**src/hw/rtl/cfsa_pkg.sv**
```systemverilog
`timescale 1ns / 1ps
`default_nettype none

package cfsa_pkg;

  localparam int NUM_LANES = 32;
  localparam int MULT_BITS = 16;

  localparam int LANE_W  = 5;
  localparam int VEXP_W  = 6;
  localparam int VMANT_W = 15;
  localparam int MULT_W  = 16;
  localparam int EXP_W   = 7;
  localparam int MANT_W  = 16;

  localparam int LANE_IDX_W = (NUM_LANES > 1) ? $clog2(NUM_LANES) : 1;
  localparam int STEP_W     = (MULT_BITS > 1) ? $clog2(MULT_BITS) : 1;

  localparam logic [EXP_W-1:0]   EXP_MAX     = EXP_W'(63);
  localparam logic [VEXP_W-1:0]  OUT_EXP_MAX = VEXP_W'(63);
  localparam logic [MANT_W-1:0]  MANT_LIMIT  = MANT_W'(16'h7FFF);
  localparam logic [VMANT_W-1:0] OUT_MANT_MAX = VMANT_W'(15'h7FFF);
  localparam logic [EXP_W-1:0]   SHIFT_LIM   = EXP_W'(MANT_W);

  localparam logic ACT_ACC   = 1'b0;
  localparam logic ACT_CLEAR = 1'b1;

  typedef struct packed {
    logic [EXP_W-1:0]  expo;
    logic [MANT_W-1:0] mant;
  } lane_sum_t;

endpackage

`default_nettype wire

```
**src/hw/rtl/custom_float_scale_accumulate.sv**
```systemverilog
// Per-lane running sums in a custom unsigned float (7-bit exponent, bias 31, 16-bit mantissa
// with 2^0 at bit 14), held in one synchronous memory with valid bits that reset clears at
// once, so no clearing pass follows reset. An accumulate beat scales its value by the
// multiplier with one truncating float adder that walks the multiplier one bit per cycle,
// then adds the product to the lane sum read from memory and writes it back. A clear beat,
// or a beat for a lane beyond the lane count, skips the bit walk and goes straight to the
// result step. One item is in flight at a time; the next beat is taken while the previous
// result still waits on the output register.
// Sums whose exponent passes 63 saturate to exponent 63, mantissa 0x7FFF, and raise overflow.
`timescale 1ns / 1ps
`default_nettype none

module custom_float_scale_accumulate
  import cfsa_pkg::*;
(
  input  logic                 clk,
  input  logic                 rst,
  input  logic                 item_valid,
  output logic                 item_stall,
  input  logic                 action,
  input  logic [LANE_W-1:0]    lane,
  input  logic [VEXP_W-1:0]    value_exponent,
  input  logic [VMANT_W-1:0]   value_mantissa,
  input  logic [MULT_W-1:0]    multiplier,
  output logic                 result_valid,
  input  logic                 result_stall,
  output logic [LANE_W-1:0]    out_lane,
  output logic [VEXP_W-1:0]    sum_exp_out,
  output logic [VMANT_W-1:0]   sum_mant_out,
  output logic                 overflow
);

  typedef enum logic [1:0] {IDLE, STEP, DONE} state_t;

  function automatic lane_sum_t tadd(lane_sum_t a, lane_sum_t b);
    logic [EXP_W-1:0]  d;
    logic [MANT_W-1:0] am;
    logic [MANT_W-1:0] bm;
    logic [MANT_W-1:0] s;
    lane_sum_t         r;
    r  = a;
    am = a.mant;
    bm = b.mant;
    d  = '0;
    s  = '0;
    if (a.expo == '0 && a.mant == '0) begin
      r = b;
    end else if (b.expo == '0 && b.mant == '0) begin
      r = a;
    end else begin
      if (a.expo > b.expo) begin
        d      = a.expo - b.expo;
        bm     = (d >= SHIFT_LIM) ? '0 : (bm >> d);
        r.expo = a.expo;
      end else if (b.expo > a.expo) begin
        d      = b.expo - a.expo;
        am     = (d >= SHIFT_LIM) ? '0 : (am >> d);
        r.expo = b.expo;
      end else begin
        r.expo = a.expo;
      end
      s = am + bm;
      if (s > MANT_LIMIT) begin
        r.expo = r.expo + 1'b1;
        s      = s >> 1;
      end
      r.mant = s;
    end
    return r;
  endfunction

  state_t                  state;
  logic                    act;
  logic                    hit;
  logic [LANE_W-1:0]       cur_lane;
  logic [LANE_IDX_W-1:0]   cur_idx;
  logic [VEXP_W-1:0]       vexp;
  logic [VMANT_W-1:0]      vmant;
  logic [MULT_BITS-1:0]    mult;
  logic [STEP_W-1:0]       step;
  lane_sum_t               prod;
  lane_sum_t               rd_word;
  logic                    rd_ok;
  logic [NUM_LANES-1:0]    lane_vld;
  lane_sum_t               mem [NUM_LANES];

  logic                    accept;
  logic [LANE_IDX_W-1:0]   in_idx;
  logic                    in_hit;
  logic                    out_free;
  logic                    mem_we;
  lane_sum_t               step_term;
  lane_sum_t               step_sum;
  lane_sum_t               base;
  lane_sum_t               fin;
  lane_sum_t               sat;
  logic                    sat_ovf;

  assign item_stall = (state != IDLE);
  assign accept     = item_valid && !item_stall;
  assign in_idx     = LANE_IDX_W'(lane);
  assign in_hit     = (32'(lane) < 32'(NUM_LANES));
  assign out_free   = !result_valid || !result_stall;
  assign mem_we     = (state == DONE) && out_free && hit && (act == ACT_ACC);

  always_comb begin
    step_term.expo = EXP_W'(vexp) + EXP_W'(step);
    step_term.mant = MANT_W'(vmant);
    step_sum       = tadd(prod, step_term);
    base           = rd_ok ? rd_word : '0;
    fin            = tadd(base, prod);
    sat            = fin;
    sat_ovf        = 1'b0;
    if (fin.expo > EXP_MAX) begin
      sat.expo = EXP_MAX;
      sat.mant = MANT_LIMIT;
      sat_ovf  = 1'b1;
    end
  end

  always_ff @(posedge clk) begin
    if (accept) begin
      rd_word <= mem[in_idx];
    end
    if (mem_we) begin
      mem[cur_idx] <= sat;
    end
  end

  always_ff @(posedge clk) begin
    if (rst) begin
      state        <= IDLE;
      result_valid <= 1'b0;
      lane_vld     <= '0;
    end else begin
      if (state == DONE && out_free) begin
        result_valid <= 1'b1;
      end else if (result_valid && !result_stall) begin
        result_valid <= 1'b0;
      end
      case (state)
        IDLE: begin
          if (accept) begin
            act      <= action;
            hit      <= in_hit;
            cur_lane <= lane;
            cur_idx  <= in_idx;
            vexp     <= value_exponent;
            vmant    <= value_mantissa;
            rd_ok    <= lane_vld[in_idx];
            step     <= '0;
            prod     <= '0;
            if (value_exponent == '0 && value_mantissa == '0) begin
              mult <= '0;
            end else begin
              mult <= MULT_BITS'(multiplier);
            end
            state <= (in_hit && action == ACT_ACC) ? STEP : DONE;
          end
        end
        STEP: begin
          if (mult[step]) begin
            prod <= step_sum;
          end
          step <= step + 1'b1;
          if (step == STEP_W'(MULT_BITS - 1)) begin
            state <= DONE;
          end
        end
        DONE: begin
          if (out_free) begin
            out_lane     <= cur_lane;
            if (hit && act == ACT_ACC) begin
              sum_exp_out    <= VEXP_W'(sat.expo);
              sum_mant_out   <= VMANT_W'(sat.mant);
              overflow       <= sat_ovf;
              lane_vld[cur_idx] <= 1'b1;
            end else begin
              sum_exp_out  <= '0;
              sum_mant_out <= '0;
              overflow     <= 1'b0;
              if (hit) begin
                lane_vld[cur_idx] <= 1'b0;
              end
            end
            state <= IDLE;
          end
        end
        default: begin
          state <= IDLE;
        end
      endcase
    end
  end

endmodule

`default_nettype wire

```
**config.mk**
```make
export PLATFORM = sky130hd
export DESIGN_NAME = custom_float_scale_accumulate
export DESIGN_NICKNAME = d
export VERILOG_FILES = /design/src/hw/rtl/cfsa_pkg.sv /design/src/hw/rtl/custom_float_scale_accumulate.sv
export SDC_FILE = /design/constraint.sdc
export NUM_CORES = 1
export LEC_CHECK = 0
export BUFFER_PORTS_ARGS = -buffer_cell sky130_fd_sc_hd__buf_4
export CORE_MARGIN = 5
export CORE_UTILIZATION = 60
export CTS_BUF_LIST = sky130_fd_sc_hd__clkbuf_4 sky130_fd_sc_hd__clkbuf_8 sky130_fd_sc_hd__clkbuf_16
export DETAILED_ROUTE_END_ITERATION = 10
export PLACE_DENSITY = 0.77
export RECOVER_POWER = 25
export SETUP_SLACK_MARGIN = 0.3
export SLEW_MARGIN = 20
export SYNTH_ARGS = -nofsm -noshare
export SYNTH_HDL_FRONTEND = slang
export SYNTH_SLANG_ARGS = --single-unit
```
**constraint.sdc**
```tcl
create_clock -name clk -period 12.9 [get_ports clk]
set_input_delay 1.935 -clock clk [delete_from_list [all_inputs] [get_ports clk]]
set_output_delay 1.935 -clock clk [all_outputs]
set_load 0.01 [all_outputs]
```
## Word-level counts from Yosys, hierarchy flattened

Memories as Yosys holds them, arrays and structs flattened. A register that Yosys moved wholly into a read port is not among the register bits.
Cells that the tools add are included.

| storage, ports and cells | value |
|---|---|
| register bits after elaboration | 133 |
| bits in writable memories | 736 |
| input port bits | 47 |
| output and inout bits | 29 |
| word-level logic and storage cells | 148 |
| memories kept | 1 |

| cells by class | value |
|---|---|
| add/sub/neg operators | 10 |
| order comparisons | 15 |
| equality and inequality tests | 8 |
| shift operators | 4 |
| muxes and demuxes | 58 |
| bitwise gates (word level) | 5 |
| reductions and logical operators | 31 |

Memory list:

| name | depth | width | read ports | clocked after Yosys merged registers in | write ports | line | text |
|---|---|---|---|---|---|---|---|
| mem | 32 | 23 | 1 | 1 | 1 | custom_float_scale_accumulate.sv:85 | `lane_sum_t mem [NUM_LANES];` |

Operator list:

| operator | count |
|---|---|
| 16-bit 2-to-1 mux | 20 |
| 23-bit 2-to-1 mux | 8 |
| 7-bit 2-to-1 mux | 10 |
| 16-bit by 7-bit right shift with 16-bit output | 3 |
| 23-bit case mux with 2 select lines | 1 |
| 16-bit adder | 2 |
| 32-bit AND | 1 |
| 16-bit by 15-bit > comparator with 1-bit output, second input constant | 2 |
| 16-bit zero test | 2 |
| 32-bit 2-to-1 mux | 1 |
| 32-bit NOT | 1 |
| 32-bit OR | 1 |
| 15-bit zero test | 2 |
| 7-bit by 5-bit greater-or-equal comparator with 1-bit output, second input constant | 4 |
| 7-bit > comparator | 4 |
| 7-bit subtractor | 4 |
| 7-bit zero test | 3 |
| 15-bit by 7-bit right shift with 16-bit output | 1 |
| 7-bit by 1-bit adder with 7-bit output, second input constant | 2 |
| 5-bit by 6-bit less-than comparator with 1-bit output, second input constant | 2 |
| 3-bit AND reduction | 4 |
| 1-bit logical AND | 9 |
| 1-bit 2-to-1 mux | 8 |
| 2-bit 2-to-1 mux | 4 |
| 24 further kinds | 32 |

## Logic depth before layout (Yosys ltp)

| depth | value |
|---|---|
| word-level depth | 15 |
| gate-level depth with buffers | 33 |
| gate-level depth less buffers | 31 |

## Least setup slack after synthesis

No wires, ideal clock.

| timing path | value |
|---|---|
| kind | flip-flop to flip-flop |
| from | register rd_ok |
| to | memory mem[0][15] (netlist bit), data pin |
| setup time | 359 ps |
| data arrival time | 6,802 ps |
| required time | 12,541 ps |
| setup slack | 5,739 ps |
| cell stages (with the launch flop) | 27 |
| path buffers | 7 |
| clock period less this slack | 7,161 ps |
| cell sequence | edfxtp_1 > clkbuf_1 > nand2_1 > inv_1 > ha_1 > clkbuf_1 > clkbuf_1 > buf_1 > buf_1 > a211oi_1 > a211oi_1 > a21oi_1 > a22o_1 > ha_1 > and2_1 > a311o_1 > o221ai_1 > o31ai_1 > a31oi_1 > xor2_1 > xnor2_2 > buf_6 > nor3_2 > a211oi_4 > and2_1 > buf_6 > nor2b_1 |

RTL lines:

| what | line | text |
|---|---|---|
| from (decl) | custom_float_scale_accumulate.sv:83 | `logic rd_ok;` |
| from (signal assigned) | custom_float_scale_accumulate.sv:150 | `rd_ok <= lane_vld[in_idx];` |
| to (decl) | custom_float_scale_accumulate.sv:85 |  |

==> impl_results.md <==
* First-pass GRT wire length at 176000 microns
* Most frequent cell after synthesis: edfxtp_1
* Cell area after layout at 46100 sq um
* Post-Layout Cell Count at 3744
* Outcome: finished, violations left
* Seq pwr share at 45.4%
* PwrDens at 165 nW/um^2
* Ant diodes at 0
* Fin. Hold Viols at 0
* Area contributors post-synth: edfxtp_1 (62%), mux4_2 (14%), ha_1 (2.0%)
* Met1 Use GR at 42.8%
* Clock tree root buffer cell: clkbuf_16
* # fillers at 4512
* GRT Util Overall at 32.7%
* Worst path arrival time at 9.53 ns
* R2R cell count at 23
* P_sw at 2160 uW
* Antenna violation net count after detailed routing at 0
* Final Util at 67.2%
* Area Growth Syn to Fin at 11.2%
* Worst skew pair latency at 0.67 ns
* H-tree depth at 3
* GRT Residual Overflow at 0
* Hold/Removal Path Class: register to register
* Share of cells above drive strength 1 at 20.5%
* Clk pwr share at 35.4%
* Required @ worst endpoint at 12.95 ns
* Hold bufs inserted after CTS at 0
* CTS buffer count at 90
* Cell count after placement at 3577
* Final min period at 9.47 ns
* Residual DRC count at 0
* Worst hold margin at 0.492 ns
* Worst hold stages at 2
* Cell count after synthesis at 2651
* Max Fclk at 106 MHz
* Initial Util at 60.5%
* Pleak at 0.0152 uW
* Distinct cells, synth at 78
* I/O pin total at 76
* Core Rows at 96
* Final estimated routing congestion in global placement at 0.940
* Total wire length at 121000 microns
* First-pass DRT Iterations at 8
* Crit path cell chain: buf_4 > nand2_1 > ha_1 > nand4b_1 > o211ai_1 > a221oi_1 > nand3_1 > or3_1 > nor2_1 > nand2_1 > o21ai_0 > ha_1 > and2_1 > a221oi_1 > o31ai_1 > a31oi_1 > xor2_1 > xnor2_2 > nor3_2 > a211oi_4 > and2_1 > buf_4 > nand3_1
* Clock skew at 0.0631 ns
* DIE WIDTH at 273 microns
* CTS tree: done
* Layout net count at 2858
* Pin count of the biggest net entering global routing at 97
* Multi-input logic area at 14400 sq um
* Setup TNS at 0 ns
* Async SR Flop Fraction at 0%
* Via count at 25900
* Met3 GRT Util at 8.38%
* Number of global-route vias before repair at 25800
* Most common library cells after synthesis: edfxtp_1 (857), mux4_2 (259), nor2_1 (201)
* R2R Setup Slk at 3.43 ns
* Die Footprint at 74500 sq um
* Hpwl dp at 68300 microns
* Tcrit/Tclk final at 73.4%
* Maximum VDD drop at 0.174 mV
* Crit-path max FO at 36
* Antenna violations before repair at 7
* Initial DRC Count at 3809
* Critical path endpoint category: register
* Crit-path slowest cell: nand3_1
* Post-placement cell area at 43300 sq um
* Slew @ Worst Pin at 4.77 ns
* Failing checks: capacitance limit, slew limit
* Seq/Total Area, Yosys at 63.8%
* Slew Viols, Final at 607
* Top FF cell, synth: edfxtp_1
* Mapped Area at 41500 sq um
* Grt peak-use layer: met2
* Clock-pin slew on the worst setup and hold paths at 0.06 ns
* Synth area leader: edfxtp_1
* Drt via density at 6.92
* Die H at 273 microns
* Count of final setup violators at 0
* Setup bufs post-CTS at 0
* Synthesized flop and latch total at 892
* Top-area cell type share of the netlist area at 62.1%
* Grt met2 use at 53.3%
* Resize count post-CTS at 0
* Sw Ratio at 28.4%
* EDFF count, synth at 857
* Logic pwr share at 19.2%
* Startpoint Class: register
* Max-cap violation count at 20
* CORE AREA at 68600 sq um
* Ys Warns at 0
* Max stage delay on crit path at 0.94 ns
* RSZ-0062 raised after global routing: no
* Max-slew headroom at -218%
* Syn avg cell area at 15.6 sq um
* Detailed-route wire length per cell at 32.4 microns
* CTS Sinks at 892
* Int Pwr at 5460 uW
* Storage element area at 26400 sq um
* Setup CP Type: register to register
* Longest Clk Path Bufs at 3
* PortBufs at 75
==> flip-flops by register name, summed over array words and instances, names as in the netlist, named ones only <==
name,flops
act,1
cur_idx,5
mem,736
mult,16
out_lane,5
overflow,1
prod,23
rd_ok,1
rd_word,23
result_valid,1
state,2
step,4
sum_exp_out,6
sum_mant_out,15
vexp,6
vmant,15
==> kinds of logic after synthesis <==
family | Yosys count | synth area share [%]
multiplexers | 376 | 17.0
adder cells (fa/ha/maj) | 71 | 2.25
AO/OA/AOI/OAI | 440 | 6.97
AND/OR/NAND/NOR | 589 | 6.68
other | 1 | 0.00904
XOR/XNOR | 51 | 1.10
flip-flops | 892 | 63.8
buffers and inverters | 231 | 2.23
==> power groups by stage <==
stage | Clock [uW] | Combinational (uW) | Sequential, uW
floorplan | 0 | 1040 | 3470
global placement | 0 | 1380 | 3520
detailed placement | 0 | 1410 | 3520
CTS | 2710 | 1430 | 3460
global route | 2850 | 1580 | 3460
finish | 2700 | 1460 | 3460
==> critical path, delay by kind of cell, from the launching register on <==
family / cells / cell delay [ns]
compound gates: 7 / 1.95
flops: 1 / 0.52
simple gates: 10 / 3.63
fa+ha+maj: 2 / 0.84
xor+xnor: 2 / 0.98
buf+inv: 2 / 0.90
==> metal layers <==
layer,part of all wire (%),vias to the layer above
li1,-,10700
met1,35,13000
met2,48,1836
met3,12,370
met4,4.8,10
met5,0.053,-
==> layout by cell type (no fill, tap or decap), types with 37 or more instances in the layout <==
cell / count
edfxtp_1: 857
mux4_2: 259
nor2_1: 173
nand2_1: 162
o21ai_0: 101
a21oi_1: 93
clkbuf_16: 90
mux2i_1: 79
ha_1: 65
clkbuf_1: 64
buf_4: 61
inv_1: 55
a211oi_1: 53
nand3_1: 41
nor2b_1: 38
mux2_2: 37
==> through the flow <==
stage	setup slack (ns)	power, uW
2_1_floorplan	5.74	4520
3_3_place_gp	3.94	4900
3_5_place_dp	3.68	4930
4_1_cts	3.58	7600
5_1_grt	2.79	7890
6_report	3.43	7620
==> path summary, 6_finish.rpt <==
kind,start,endpoint
hold reg to reg,register,register
hold / removal,register,register
setup reg to reg,rd_ok$_DFFE_PP_,mem[11][9]$_DFFE_PP_
setup / recovery,rd_ok$_DFFE_PP_,mem[11][9]$_DFFE_PP_
==> final cells by class <==
type | instances | share of cell area, %
Multi-Input combinational cell | 1560 | 31.2
Tap cell | 931 | 2.53
Timing Repair Buffer | 140 | 1.82
Clock buffer | 112 | 5.24
Inverter | 56 | 0.456
Clock inverter | 53 | 1.44
Sequential cell | 892 | 57.3
No activity file was read; power rests on OpenSTA's default activity.
